$ cat src/hdl/ied_pkg.sv
package ied_pkg;

	// Width of the coordinates that are actually used; the upper bits of each
	// 32-bit field are ignored. Legal range is 8 to 32.
	localparam int COORD_WIDTH = 32;

	// Fixed field widths of the words on the ports.
	localparam int FIELD_W = 32;
	localparam int DIST_W  = 32;

	// Sum of two squares of coordinate magnitudes.
	localparam int SUM_W = 2 * COORD_WIDTH + 1;

	// Sums at or above 2^LIMIT_BITS are reported as overflow.
	localparam int LIMIT_BITS = 63;

	// Radicand is an even number of bits; it never needs more than 64 bits
	// because larger sums are flagged as overflow.
	localparam int RAD_W  = (2 * COORD_WIDTH + 2 > 64) ? 64 : 2 * COORD_WIDTH + 2;
	localparam int ROOT_W = RAD_W / 2;
	localparam int REM_W  = ROOT_W + 2;

	// Registers from an accepted word to its result strobe: four front-end
	// stages plus one square-root cell per root bit.
	localparam int LATENCY = 4 + ROOT_W;

	typedef struct packed {
		logic signed [FIELD_W-1:0] first_x;
		logic signed [FIELD_W-1:0] first_y;
		logic signed [FIELD_W-1:0] second_x;
		logic signed [FIELD_W-1:0] second_y;
	} ied_in_t;

	typedef struct packed {
		logic [DIST_W-1:0] distance;
		logic              overflow;
	} ied_out_t;

	// Word handed from one square-root cell to the next.
	typedef struct packed {
		logic              valid;
		logic              ovf;
		logic [RAD_W-1:0]  rad;
		logic [REM_W-1:0]  rem;
		logic [ROOT_W-1:0] root;
	} ied_cell_t;

endpackage

$ cat src/hdl/ied_front.sv
module ied_front
	import ied_pkg::*;
(
	input  logic      clk,
	input  logic      arst_n,
	input  logic      accept,
	input  ied_in_t   operands,
	output ied_cell_t head
);

	localparam int W = COORD_WIDTH;

	logic              valid_s1, valid_s2, valid_s3, valid_s4;
	logic signed [W:0] dx_s1, dy_s1;
	logic [W-1:0]      mx_s2, my_s2;
	logic [2*W-1:0]    sqx_s3, sqy_s3;
	logic              ovf_s4;
	logic [RAD_W-1:0]  rad_s4;
	logic [SUM_W-1:0]  sum;
	logic [SUM_W:0]    sum_wide;
	logic signed [W:0] x1, y1, x2, y2;
	logic [W:0]        nx, ny;

	// Sign-extend the used low bits of each coordinate by one bit so that the
	// difference cannot wrap.
	assign x1 = signed'({operands.first_x[W-1],  operands.first_x[W-1:0]});
	assign y1 = signed'({operands.first_y[W-1],  operands.first_y[W-1:0]});
	assign x2 = signed'({operands.second_x[W-1], operands.second_x[W-1:0]});
	assign y2 = signed'({operands.second_y[W-1], operands.second_y[W-1:0]});

	assign nx = -dx_s1;
	assign ny = -dy_s1;

	assign sum      = SUM_W'(sqx_s3) + SUM_W'(sqy_s3);
	assign sum_wide = {1'b0, sum};

	// The first cell starts from an empty remainder and an empty root.
	assign head = '{valid: valid_s4, ovf: ovf_s4, rad: rad_s4, rem: '0, root: '0};

	always_ff @(posedge clk or negedge arst_n) begin
		if (!arst_n) begin
			valid_s1 <= 1'b0;
			valid_s2 <= 1'b0;
			valid_s3 <= 1'b0;
			valid_s4 <= 1'b0;
		end else begin
			valid_s1 <= accept;
			valid_s2 <= valid_s1;
			valid_s3 <= valid_s2;
			valid_s4 <= valid_s3;
		end
	end

	always_ff @(posedge clk) begin
		dx_s1 <= x1 - x2;
		dy_s1 <= y1 - y2;
		// The magnitude of a difference always fits in the coordinate width.
		mx_s2 <= dx_s1[W] ? nx[W-1:0] : dx_s1[W-1:0];
		my_s2 <= dy_s1[W] ? ny[W-1:0] : dy_s1[W-1:0];
		sqx_s3 <= (2*W)'(mx_s2) * (2*W)'(mx_s2);
		sqy_s3 <= (2*W)'(my_s2) * (2*W)'(my_s2);
		ovf_s4 <= |(sum >> LIMIT_BITS);
		rad_s4 <= sum_wide[RAD_W-1:0];
	end

endmodule

$ cat config.mk
export PLATFORM = sky130hd
export DESIGN_NAME = ied_front
export DESIGN_NICKNAME = d
export VERILOG_FILES = /design/src/hdl/ied_pkg.sv /design/src/hdl/ied_front.sv
export SDC_FILE = /design/constraint.sdc
export NUM_CORES = 2
export LEC_CHECK = 0
export BUFFER_PORTS_ARGS = -buffer_cell sky130_fd_sc_hd__buf_2
export CAP_MARGIN = 20
export CORE_MARGIN = 1
export CORE_UTILIZATION = 50
export DETAILED_ROUTE_END_ITERATION = 6
export GPL_TIMING_DRIVEN = 0
export HOLD_SLACK_MARGIN = 0.02
export PLACE_DENSITY = 0.67
export SYNTH_ARGS = -nofsm -noshare
export SYNTH_HDL_FRONTEND = slang
export SYNTH_SLANG_ARGS = --single-unit
$ cat constraint.sdc
create_clock -name clk -period 8.7 [get_ports clk]
set_clock_uncertainty 0.2 [all_clocks]
set_input_delay 0 -clock clk [delete_from_list [all_inputs] [get_ports clk]]
set_output_delay 0 -clock clk [all_outputs]
set_load 0.01 [all_outputs]
==> run summary <==
Die Ht -> 386 microns
crit-path cells -> clkbuf_2, and2_1, inv_1, fa_1, fa_1, fa_1, fa_1, inv_1, fa_1, fa_1, fa_1, fa_1, ha_1, and2_1, and3_1, nand3_1, or3_1, o211ai_1, nand2_1, o41ai_1, xor2_1
status -> complete, but fails checks
Post-synth EDFFs -> 0
die area -> 149,000 sq um
violated checks -> design-rule violations
Post-Syn Area -> 73,800 sq um
slew margin rel. -> 22.5%
1st-iter DRT viols -> 4,850
mux contribution to synthesized area -> 0.0983%
Critical Path Max Stage Delay -> 0.59 ns
Synth Area in XOR/XNOR -> 4.48%
Die Width -> 386 microns
Placed Cells -> 10,100
largest family of logic cells by synthesized area -> adder cells
clk buf depth -> 3
DR WL/cell -> 21.6 microns
top cells by area, synth -> fa_1 43%, ha_1 12%, inv_1 10%
H-tree levels -> 2
Routed Antenna Nets -> 0
Final Hold Fails -> 0
post-synthesis simple-gate area fraction -> 10.7%
average size of a mapped cell -> 9.34 sq um
vias in the first global route -> 58,700
Final Util -> 55.9%
synth warn -> 0
GP Congestion -> 1.06
Worst path top cell family by delay -> adder cells
Area Overhead vs Synth -> 10.7%
setup TNS -> 0 ns
all-layer global routing usage -> 30.8%
Reg-to-Reg Start -> mx_s2[10]
worst slew pin tran -> 1.15 ns
Core Area -> 146,000 sq um
Worst R2R Path Depth -> 21
Worst setup EP type -> register
WP data arrival -> 8.95 ns
layout net count -> 10,800
fin. max-slew vios -> 0
Clk Latency, worst-skew pair -> 0.65 ns
post-synth cell types -> 93
crit path from -> mx_s2[10]
crit path max fanout -> 10
Clk pin slew, worst setup/hold paths -> 0.07 ns
Routed WL -> 224 mm
startpoint types -> register
Synth Instances -> 7,903
share of cells above drive strength 1 -> 8.01%
register area share after synthesis -> 8.84%
Final HPWL DP -> 186 mm
period utilisation layout -> 98.8%
TritonCTS Buffers -> 38
top cell type by total area after synthesis -> fa_1
Via-to-Cell Ratio -> 5.40
FF-to-FF setup slack -> 0.10 ns
First-pass DRT Iterations -> 7
setup violators final -> 0
Root Driver -> clkbuf_16
Starting Density -> 50.5%
share of flip-flops with an asynchronous set or reset -> 1.23%
critical path class -> reg -> reg
gr ovfl total -> 0
CP bufs+invs -> 3
post-synth top area share -> 43.1%
minimum clock period -> 8.60 ns
Boundary Pins -> 263
Filler cells -> 13,100
first-pass GRT wire length -> 341 mm
post-synthesis compound-gate area fraction -> 7.98%
most frequent cell on the critical path -> fa_1
CTS tree -> done
routed via count -> 56,000
largest net degree at the start of global routing -> 16
Max-cap violations -> 0
worst r2r dst -> sqx_s3[62]
Req. time, crit path -> 9.05 ns
most frequent cells in the layout -> 2,052 x inv_1, 1,589 x fa_1, 717 x ha_1
commonest non-fill, non-tap cell in the layout -> inv_1
Slowest cell on crit path -> fa_1
fin cells -> 10,400
Post-synth top flop -> dfxtp_1
adder-cell share of the synthesized area -> 55.3%
initial antenna violation count -> 29
fmax -> 0.116 GHz
clock sink count -> 325
HP Class -> in -> async
drt drc -> 2
Rows -> 140
Port-buffer cells -> 196
Seq cells post-synth -> 325
## worst min-delay path: cells and delay by family
kind | cells | cell delay (ns)
buf+inv | 3 | 1.25
## through the flow
step | setup WS, ns | hold WS, ns | instance area (sq um)
floorplan | 1.01 | -0.496 | 74100
global placement | -1.73 | -0.390 | 77400
detailed placement | -1.73 | -0.390 | 77400
CTS | 0.00574 | 0.0273 | 81300
global route | -0.0136 | 0.0598 | 81700
finish | 0.101 | 0.0371 | 81700
## worst max-delay path by stage
stage                  to  slack (ns)  cells past startpoint
2_1_floorplan  sqx_s3[49]        1.01                     27
3_3_place_gp   sqx_s3[63]       -1.73                     28
3_5_place_dp   sqx_s3[63]       -1.73                     28
4_1_cts        sqy_s3[63]       0.006                     29
5_1_grt        sqy_s3[50]       -0.01                     25
6_report       sqx_s3[62]        0.10                     21
## synthesized netlist by cell type (55+ instances only)
master	n
a21oi_1	258
clkbuf_1	260
ha_1	721
buf_4	68
nand2_1	646
nor2_1	187
inv_1	2053
o21ai_0	128
and2_1	465
nand3_1	55
xnor2_1	249
xor2_1	129
dfxtp_1	321
a21o_1	143
fa_1	1589
## final cells by class
class / count / area [sq um] / area share, %
plain buffers: 326 / 2070 / 2.53
flip-flops and latches: 325 / 6600 / 8.07
well taps: 1917 / 2400 / 2.93
clock inverters: 23 / 319 / 0.390
repair buffers: 410 / 3110 / 3.81
multi-input cells: 5246 / 58500 / 71.6
inverters: 2056 / 7720 / 9.45
clock buffers: 46 / 1000 / 1.22
diodes: 9 / 22.5 / 0.0276
## per-layer routing
| metal | GRT usage [%] | vias to the layer above | part of all wire (%) |
|---|---|---|---|
| met4 | 13.4 | 12 | 5.0 |
| met1 | 42.0 | 28100 | 41 |
| met5 | 0.780 | - | 0.13 |
| met3 | 7.56 | 536 | 11 |
| li1 | - | 24700 | - |
| met2 | 46.6 | 2585 | 44 |
## cells by family (layout without fill, tap and decap cells)
logic type	after synthesis	in the layout
buffers and inverters	2397	2861
adders and majority gates	2310	2310
and+or+nand+nor	1601	1601
AOI/OAI and AO/OA	884	884
xor gates and xnor gates	378	378
DFF	325	325
muxes	7	7
other	1	75
## registers in the layout, summed over array words and instances (netlist names)
register / count
valid_s3: 1
dx_s1: 33
my_s2: 32
rad_s4: 64
dy_s1: 33
valid_s1: 1
sqy_s3: 63
valid_s2: 1
mx_s2: 32
valid_s4: 1
sqx_s3: 63
ovf_s4: 1
## timing repair
item                                    in CTS  in global routing
resized for setup                          264                228
hold endpoints to repair                    71                  0
hold buffers                               205                  0
pin swaps                                    3                  8
endpoints found under the setup margin      76                 38
cloned                                       0                  0
setup buffers                                2                  7
Power is not shown: default switching activity piles up to over one toggle a cycle in this logic, so the estimate is an artifact.
