[src/hdl/ied_pkg.sv]
package ied_pkg;

	// Width of the coordinates that are actually used; the upper bits of each
	// 32-bit field are ignored. Legal range is 8 to 32.
	localparam int COORD_WIDTH = 32;

	// Fixed field widths of the words on the ports.
	localparam int FIELD_W = 32;
	localparam int DIST_W  = 32;

	// Sum of two squares of coordinate magnitudes.
	localparam int SUM_W = 2 * COORD_WIDTH + 1;

	// Sums at or above 2^LIMIT_BITS are reported as overflow.
	localparam int LIMIT_BITS = 63;

	// Radicand is an even number of bits; it never needs more than 64 bits
	// because larger sums are flagged as overflow.
	localparam int RAD_W  = (2 * COORD_WIDTH + 2 > 64) ? 64 : 2 * COORD_WIDTH + 2;
	localparam int ROOT_W = RAD_W / 2;
	localparam int REM_W  = ROOT_W + 2;

	// Registers from an accepted word to its result strobe: four front-end
	// stages plus one square-root cell per root bit.
	localparam int LATENCY = 4 + ROOT_W;

	typedef struct packed {
		logic signed [FIELD_W-1:0] first_x;
		logic signed [FIELD_W-1:0] first_y;
		logic signed [FIELD_W-1:0] second_x;
		logic signed [FIELD_W-1:0] second_y;
	} ied_in_t;

	typedef struct packed {
		logic [DIST_W-1:0] distance;
		logic              overflow;
	} ied_out_t;

	// Word handed from one square-root cell to the next.
	typedef struct packed {
		logic              valid;
		logic              ovf;
		logic [RAD_W-1:0]  rad;
		logic [REM_W-1:0]  rem;
		logic [ROOT_W-1:0] root;
	} ied_cell_t;

endpackage

[src/hdl/ied_sqrt_cell.sv]
module ied_sqrt_cell
	import ied_pkg::*;
(
	input  logic      clk,
	input  logic      arst_n,
	input  ied_cell_t cell_in,
	output ied_cell_t cell_s1
);

	logic [REM_W+1:0]  acc;
	logic [REM_W+1:0]  trial;
	logic [REM_W+1:0]  diff;
	logic              ge;
	logic              valid_s1;
	logic              ovf_s1;
	logic [RAD_W-1:0]  rad_s1;
	logic [REM_W-1:0]  rem_s1;
	logic [ROOT_W-1:0] root_s1;

	// One restoring step: bring down the next two radicand bits and try to
	// append a one to the partial root.
	assign acc   = {cell_in.rem, cell_in.rad[RAD_W-1 -: 2]};
	assign trial = (REM_W+2)'({cell_in.root, 2'b01});
	assign ge    = (acc >= trial);
	assign diff  = acc - trial;

	assign cell_s1 = '{valid: valid_s1, ovf: ovf_s1, rad: rad_s1, rem: rem_s1, root: root_s1};

	always_ff @(posedge clk or negedge arst_n) begin
		if (!arst_n) begin
			valid_s1 <= 1'b0;
		end else begin
			valid_s1 <= cell_in.valid;
		end
	end

	always_ff @(posedge clk) begin
		ovf_s1  <= cell_in.ovf;
		rad_s1  <= {cell_in.rad[RAD_W-3:0], 2'b00};
		rem_s1  <= ge ? diff[REM_W-1:0] : acc[REM_W-1:0];
		root_s1 <= {cell_in.root[ROOT_W-2:0], ge};
	end

endmodule

[config.mk]
export PLATFORM = sky130hd
export DESIGN_NAME = ied_sqrt_cell
export DESIGN_NICKNAME = d
export VERILOG_FILES = /design/src/hdl/ied_pkg.sv /design/src/hdl/ied_sqrt_cell.sv
export SDC_FILE = /design/constraint.sdc
export NUM_CORES = 1
export LEC_CHECK = 0
export BUFFER_PORTS_ARGS = -buffer_cell sky130_fd_sc_hd__buf_4
export CAP_MARGIN = 15
export CORE_MARGIN = 1
export CORE_UTILIZATION = 45
export CTS_CLUSTER_SIZE = 40
export DETAILED_ROUTE_END_ITERATION = 8
export GPL_TIMING_DRIVEN = 0
export PLACE_DENSITY = 0.81
export REMOVE_ABC_BUFFERS = 1
export SYNTH_ARGS = -nofsm -noshare
export SYNTH_HDL_FRONTEND = slang
export SYNTH_SLANG_ARGS = --single-unit
[constraint.sdc]
create_clock -name clk -period 1.1 [get_ports clk]
set_clock_uncertainty 0.15 [all_clocks]
set_input_delay 0.33 -clock clk [delete_from_list [all_inputs] [get_ports clk]]
set_output_delay 0.33 -clock clk [all_outputs]
set_load 0.005 [all_outputs]
==> impl_results.md, run 1 <==
- Async set-reset flop share out of synthesis: 0.00769
- Gpl congestion: 0.889
- Clk sinks: 130
- Top cells by area in the synthesized netlist: dfxtp_1, ha_1, nand2_1
- Post-Synthesis Cell Area: 5090 µm²
- PortBufs: 263
- Register area share after synthesis: 0.512
- CTS H-Tree Depth: 4
- Most instantiated cells after synthesis: dfxtp_1, nand2_1, inv_1
- Root buffer cell: clkbuf_16
- Yosys warns: 0
- Post-synth top area cell: dfxtp_1
- CTS Buffer Depth: 2
- Row Count: 38
- Die height: 108 µm
- Count leader, synth: dfxtp_1
- Tool Error: [ERROR DPL-0038] Utilization greater than 100%, impossible to legalize
- Worst_ep kind: register data pin
- Synthesized netlist cell count: 511
- Initial Util: 0.466
- Most common flop cell mapped by yosys: dfxtp_1
- Seq cells post-synth: 130
- Status: stopped before the end
- Syn_area_per_cell: 9.97 µm²
- Largest net degree at the start of global routing: 17
- Stop stage: global routing (5_1_grt)
- Post-synth EDFFs: 0
- Number of buffers created by CTS: 17
- Synth cell types: 63
- Worst_ep grt: rem_s1[33]$_DFF_P_/D
- Synth top area share: 0.507
- I/O pins: 266
- Detailed Place HPWL: 11,900 µm
- Die width: 108 µm
[metrics by stage]
| stage | hold WS (ps) | cell area (µm²) | setup WS, ps | TNS, ps | std cells |
|---|---|---|---|---|---|
| floorplan | -116 | 4990 | -2480 | -77160 | 494 |
| global placement | -44.4 | 7140 | -3300 | -105250 | 897 |
| detailed placement | -42.3 | 7160 | -2250 | -66640 | 898 |
| CTS | 4.22 | 10300 | -1140 | -64550 | 1096 |
[timing repair]
action / 4_1_cts
pin swaps: 69
hold buffers: 126
gates cloned: 7
setup endpoints to repair: 165
buffers inserted: 34
gates resized for setup: 274
endpoints found under the hold margin: 126
[cells by family after synthesis]
family                   count (synthesis)  synth area share
AO/OA/AOI/OAI                          133             0.183
flip-flops                             130             0.512
AND/OR/NAND/NOR                        120             0.110
buffers and inverters                   61            0.0535
adder cells (fa/ha/maj)                 34            0.0835
XOR/XNOR                                27            0.0464
multiplexers                             5            0.0108
other                                    1          0.000736
==> inputs of run 2 (changes only) <==
--- a/config.mk
+++ b/config.mk
@@ -8,11 +8,10 @@
 export BUFFER_PORTS_ARGS = -buffer_cell sky130_fd_sc_hd__buf_4
 export CAP_MARGIN = 15
 export CORE_MARGIN = 1
-export CORE_UTILIZATION = 45
-export CTS_CLUSTER_SIZE = 40
+export CORE_UTILIZATION = 32
 export DETAILED_ROUTE_END_ITERATION = 8
 export GPL_TIMING_DRIVEN = 0
-export PLACE_DENSITY = 0.81
+export PLACE_DENSITY_LB_ADDON = 0.15
 export REMOVE_ABC_BUFFERS = 1
 export SYNTH_ARGS = -nofsm -noshare
 export SYNTH_HDL_FRONTEND = slang
==> impl_results.md, run 2 <==
- Status: finished with violations
- Violated checks: setup timing
- I/O pins: 266 (unchanged)
- Async set-reset flop share out of synthesis: 0.00769 (unchanged)
- Die height: 128 µm (+18%)
- Commonest non-fill, non-tap cell in the layout: buf_4
- Most common flop cell mapped by yosys: dfxtp_1
- Setup CP Type: in -> reg
- Syn_area_per_cell: 9.97 µm² (unchanged)
- TritonCTS clock tree: yes
- Area after DPL: 7250 µm² (+1.2%)
- Setup crit start: cell_in[41]
- Gpl congestion: 0.794 (-11%)
- Hold path start: cell_in[56]
- Count leader, synth: dfxtp_1
- Vias in the first global route: 5,445
- PortBufs: 263 (unchanged)
- CP Max Fanout: 7
- Via density: 4.65
- Yosys warns: 0 (unchanged)
- CP endpoint kind: flip-flop
- RSZ-0062 raised after global routing: true
- F_max: 0.420 GHz
- Max reg flops: 62
- Clk sinks: 130 (unchanged)
- Floorplan core area: 15,400 µm²
- Iter 0 DRT Violations: 203
- Routed WL: 20,000 µm
- CTS H-Tree Depth: 4 (unchanged)
- Maximum vdd drop: 1.03 mV
- Worst Hold Depth: 3
- Synth cell types: 63 (unchanged)
- Final worst slack: -1280 ps
- Setup Slack @ Placement: -2410 ps (-160 ps)
- Placed Cells: 969 (+7.9%)
- Synth Area in Adders: 0.0835 (unchanged)
- Worst EP arrival: 2560 ps
- Synth top area share: 0.507 (unchanged)
- Multiplexer area fraction after synthesis: 0.0108 (unchanged)
- Final setup viols: 165
- Gr ovfl total: 0
- Hold Path Class: in -> reg
- TritonRoute pass-1 iters: 4
- Largest net degree at the start of global routing: 17
- Initial antenna violation count: 1
- Max-cap violations: 0
- Post-synthesis compound-gate area fraction: 0.183 (unchanged)
- First-pass GRT wire length: 28,000 µm
- Final instance area: 10,800 µm²
- Fin cells: 1,179
- CTS Buffer Depth: 2 (unchanged)
- Final hold violations: 0
- Shortest period the worst path allows: 2380 ps
- Register area share after synthesis: 0.512 (unchanged)
- Clock slew at reported path FFs: 60 ps
- Final worst path period share: 2.16
- Top cells by area in the synthesized netlist: dfxtp_1, ha_1, nand2_1
- Hold worst-path end: rem_s1[26]$_DFF_P_
- Detailed Place HPWL: 11,400 µm (-4.6%)
- Root buffer cell: clkbuf_16
- Post-synth top area cell: dfxtp_1
- Number of buffers created by CTS: 17 (unchanged)
- Main combinational cell family by area after synthesis: compound AO/OA/AOI/OAI gates
- Remaining DRCs: 0
- Rel. slew slack: 0.502
- Worst Max-Slew Pin Slew: 742 ps
- P&R area growth vs syn: 113%
- Most instantiated cells after synthesis: dfxtp_1, nand2_1, inv_1
- XOR/XNOR Fraction of Synth Area: 0.0464 (unchanged)
- Total die area: 16,400 µm²
- Synth Area in Simple Gates: 0.110 (unchanged)
- Post-Synthesis Cell Area: 5090 µm² (unchanged)
- Power per standard cell area: 1410 nW/µm²
- Largest regs: rad_s1: 62 flops, rem_s1: 34 flops, root_s1: 32 flops
- Seq cells post-synth: 130 (unchanged)
- Die width: 128 µm (+18%)
- Fillers: 1,086
- NumNets Final: 1,123
- Max-slew violations: 0
- Critical path launch point type: input port
- Layout cells sized above 1: 0.580
- Vias: 5,485
- Largest register by flop count: rad_s1
- Lkg Pwr: 4.91 nW
- Initial Util: 0.331 (-0.134)
- Final antenna-violating net count: 0
- Row Count: 45 (+18%)
- Wire length per cell: 16.9 µm
- Post-synth EDFFs: 0 (unchanged)
- Critical path required time: 1280 ps
- GR Util All Layers: 0.223
- Most frequent cells in the layout: buf_4, dlygate4sd3_1, buf_6
- Synthesized netlist cell count: 511 (unchanged)
- Min Hold Slack: 82.1 ps
[run 2: cell counts after synthesis]
No cell type changed its count.
[run 2: area by class of cell]
class	instances	area [µm²]	share of cell area
Inverter	43	179	0.0165
Antenna cell	1	2.50	0.000231
Tap cell	211	264	0.0244
Multi-Input combinational cell	323	2840	0.262
Timing Repair Buffer	440	4220	0.390
Sequential cell	130	2730	0.252
Clock inverter	14	160	0.0148
Clock buffer	17	425	0.0393
[run 2: report_power, final]
group | switching (mW) | total [mW] | internal (mW)
combinational | 1.62 | 4.08 | 2.45
sequential | 0.212 | 5.46 | 5.25
clock | 2.33 | 5.69 | 3.36
[run 2: cells by family (layout without fill, tap and decap cells)]
logic type,Yosys count,count (layout)
compound gates,133,135
simple gates,120,120
mux,5,5
flops,130,130
other cells,1,3
xor+xnor,27,27
buf+inv,61,514
fa+ha+maj,34,34
[run 2: metal layers]
layer,global-route usage,vias to the layer above,wire length [µm]
met5,0,-,0
met4,0.0782,0,352
met3,0.0572,30,1290
met2,0.412,220,10500
met1,0.246,2580,7870
li1,-,2655,-
[run 2: metrics by stage]
step                utilization  TNS (ps)  total power [mW]
detailed placement        0.471    -72090              8.05
global placement          0.470   -110710              8.02
floorplan                     -    -77160              6.62
CTS                       0.660    -68730              14.8
global route              0.704    -75670              15.9
finish                    0.704    -68540              15.2
[run 2: critical path: stages]
cell,delay [ps]
buf_4,120
ha_4,260
a21o_1,180
a31o_1,220
a211oi_4,260
buf_4,170
a2111oi_4,80
o41ai_4,450
nor3_1,180
o41ai_4,290
[run 2: timing repair]
action	4_1_cts	5_1_grt
pin swaps	44	48
endpoints found under the setup margin	165	165
endpoints found under the hold margin	128	0
cloned	3	2
hold buffers	128	0
setup buffers	32	14
resized for setup	190	192
[run 2: worst max path at each step]
stage | slack, ps | end | cells after the start
final | -1280 | rem_s1[33]$_DFF_P_ | 10
after floorplan | -2480 | rem_s1[27]$_DFF_P_ | 9
after CTS | -1180 | rem_s1[33]$_DFF_P_ | 12
after detailed placement | -2410 | rem_s1[27]$_DFF_P_ | 12
after global placement | -3460 | rem_s1[27]$_DFF_P_ | 10
after global routing | -1330 | rem_s1[33]$_DFF_P_ | 13
Note: power is estimated with default switching activity, not from simulation.
==> inputs of run 3 (changes only) <==
--- a/config.mk
+++ b/config.mk
@@ -8,7 +8,7 @@
 export BUFFER_PORTS_ARGS = -buffer_cell sky130_fd_sc_hd__buf_4
 export CAP_MARGIN = 15
 export CORE_MARGIN = 1
-export CORE_UTILIZATION = 32
+export CORE_UTILIZATION = 45
 export DETAILED_ROUTE_END_ITERATION = 8
 export GPL_TIMING_DRIVEN = 0
 export PLACE_DENSITY_LB_ADDON = 0.15
==> impl_results.md, run 3 <==
- Synthesized netlist cell count: 511 (unchanged)
- Stop stage: global routing (5_1_grt)
- Synth cell types: 63 (unchanged)
- Die width: 108 µm (-15%)
- Die height: 108 µm (-15%)
- Tool Error: [ERROR DPL-0038] Utilization greater than 100%, impossible to legalize
- Syn_area_per_cell: 9.97 µm² (unchanged)
- Worst_ep grt: rem_s1[1]$_DFF_P_/D
- Post-Synthesis Cell Area: 5090 µm² (unchanged)
- Register area share after synthesis: 0.512 (unchanged)
- Post-synth top area cell: dfxtp_1
- Detailed Place HPWL: 11,100 µm (-2.2%)
- I/O pins: 266 (unchanged)
- Most common flop cell mapped by yosys: dfxtp_1
- Root buffer cell: clkbuf_16
- Post-synth EDFFs: 0 (unchanged)
- Row Count: 38 (-16%)
- PortBufs: 263 (unchanged)
- Top cells by area in the synthesized netlist: dfxtp_1, ha_1, nand2_1
- Gpl congestion: 0.825 (+3.9%)
- Clk sinks: 130 (unchanged)
- Count leader, synth: dfxtp_1
- Status: stopped before the end
- CTS H-Tree Depth: 4 (unchanged)
- Most instantiated cells after synthesis: dfxtp_1, nand2_1, inv_1
- Async set-reset flop share out of synthesis: 0.00769 (unchanged)
- Initial Util: 0.466 (+0.134)
- Synth top area share: 0.507 (unchanged)
- Setup Slack @ Placement: -2080 ps (+334 ps)
- Number of buffers created by CTS: 17 (unchanged)
- Largest net degree at the start of global routing: 23
- CTS Buffer Depth: 2 (unchanged)
- Seq cells post-synth: 130 (unchanged)
- Area after DPL: 7160 µm² (-1.2%)
- Yosys warns: 0 (unchanged)
- Worst_ep kind: register data pin
run 3: repair_timing:
action                                 in CTS
gates cloned                                4
buffers inserted                           34
setup endpoints to repair                 165
hold buffers                              126
endpoints found under the hold margin     126
pin swaps                                  56
gates resized for setup                   270
run 3: metrics by stage:
stage / hold WS, ps / cells
CTS: 0.425 / 1094
detailed placement: -42.8 / 898
global placement: -44.5 / 897
floorplan: -116 / 494
run 3: logic make-up after synthesis:
group,Yosys count,share of synthesized area
adder cells (fa/ha/maj),34,0.0835
AND/OR/NAND/NOR,120,0.110
buffers and inverters,61,0.0535
other,1,0.000736
XOR/XNOR,27,0.0464
flip-flops,130,0.512
AO/OA/AOI/OAI,133,0.183
multiplexers,5,0.0108
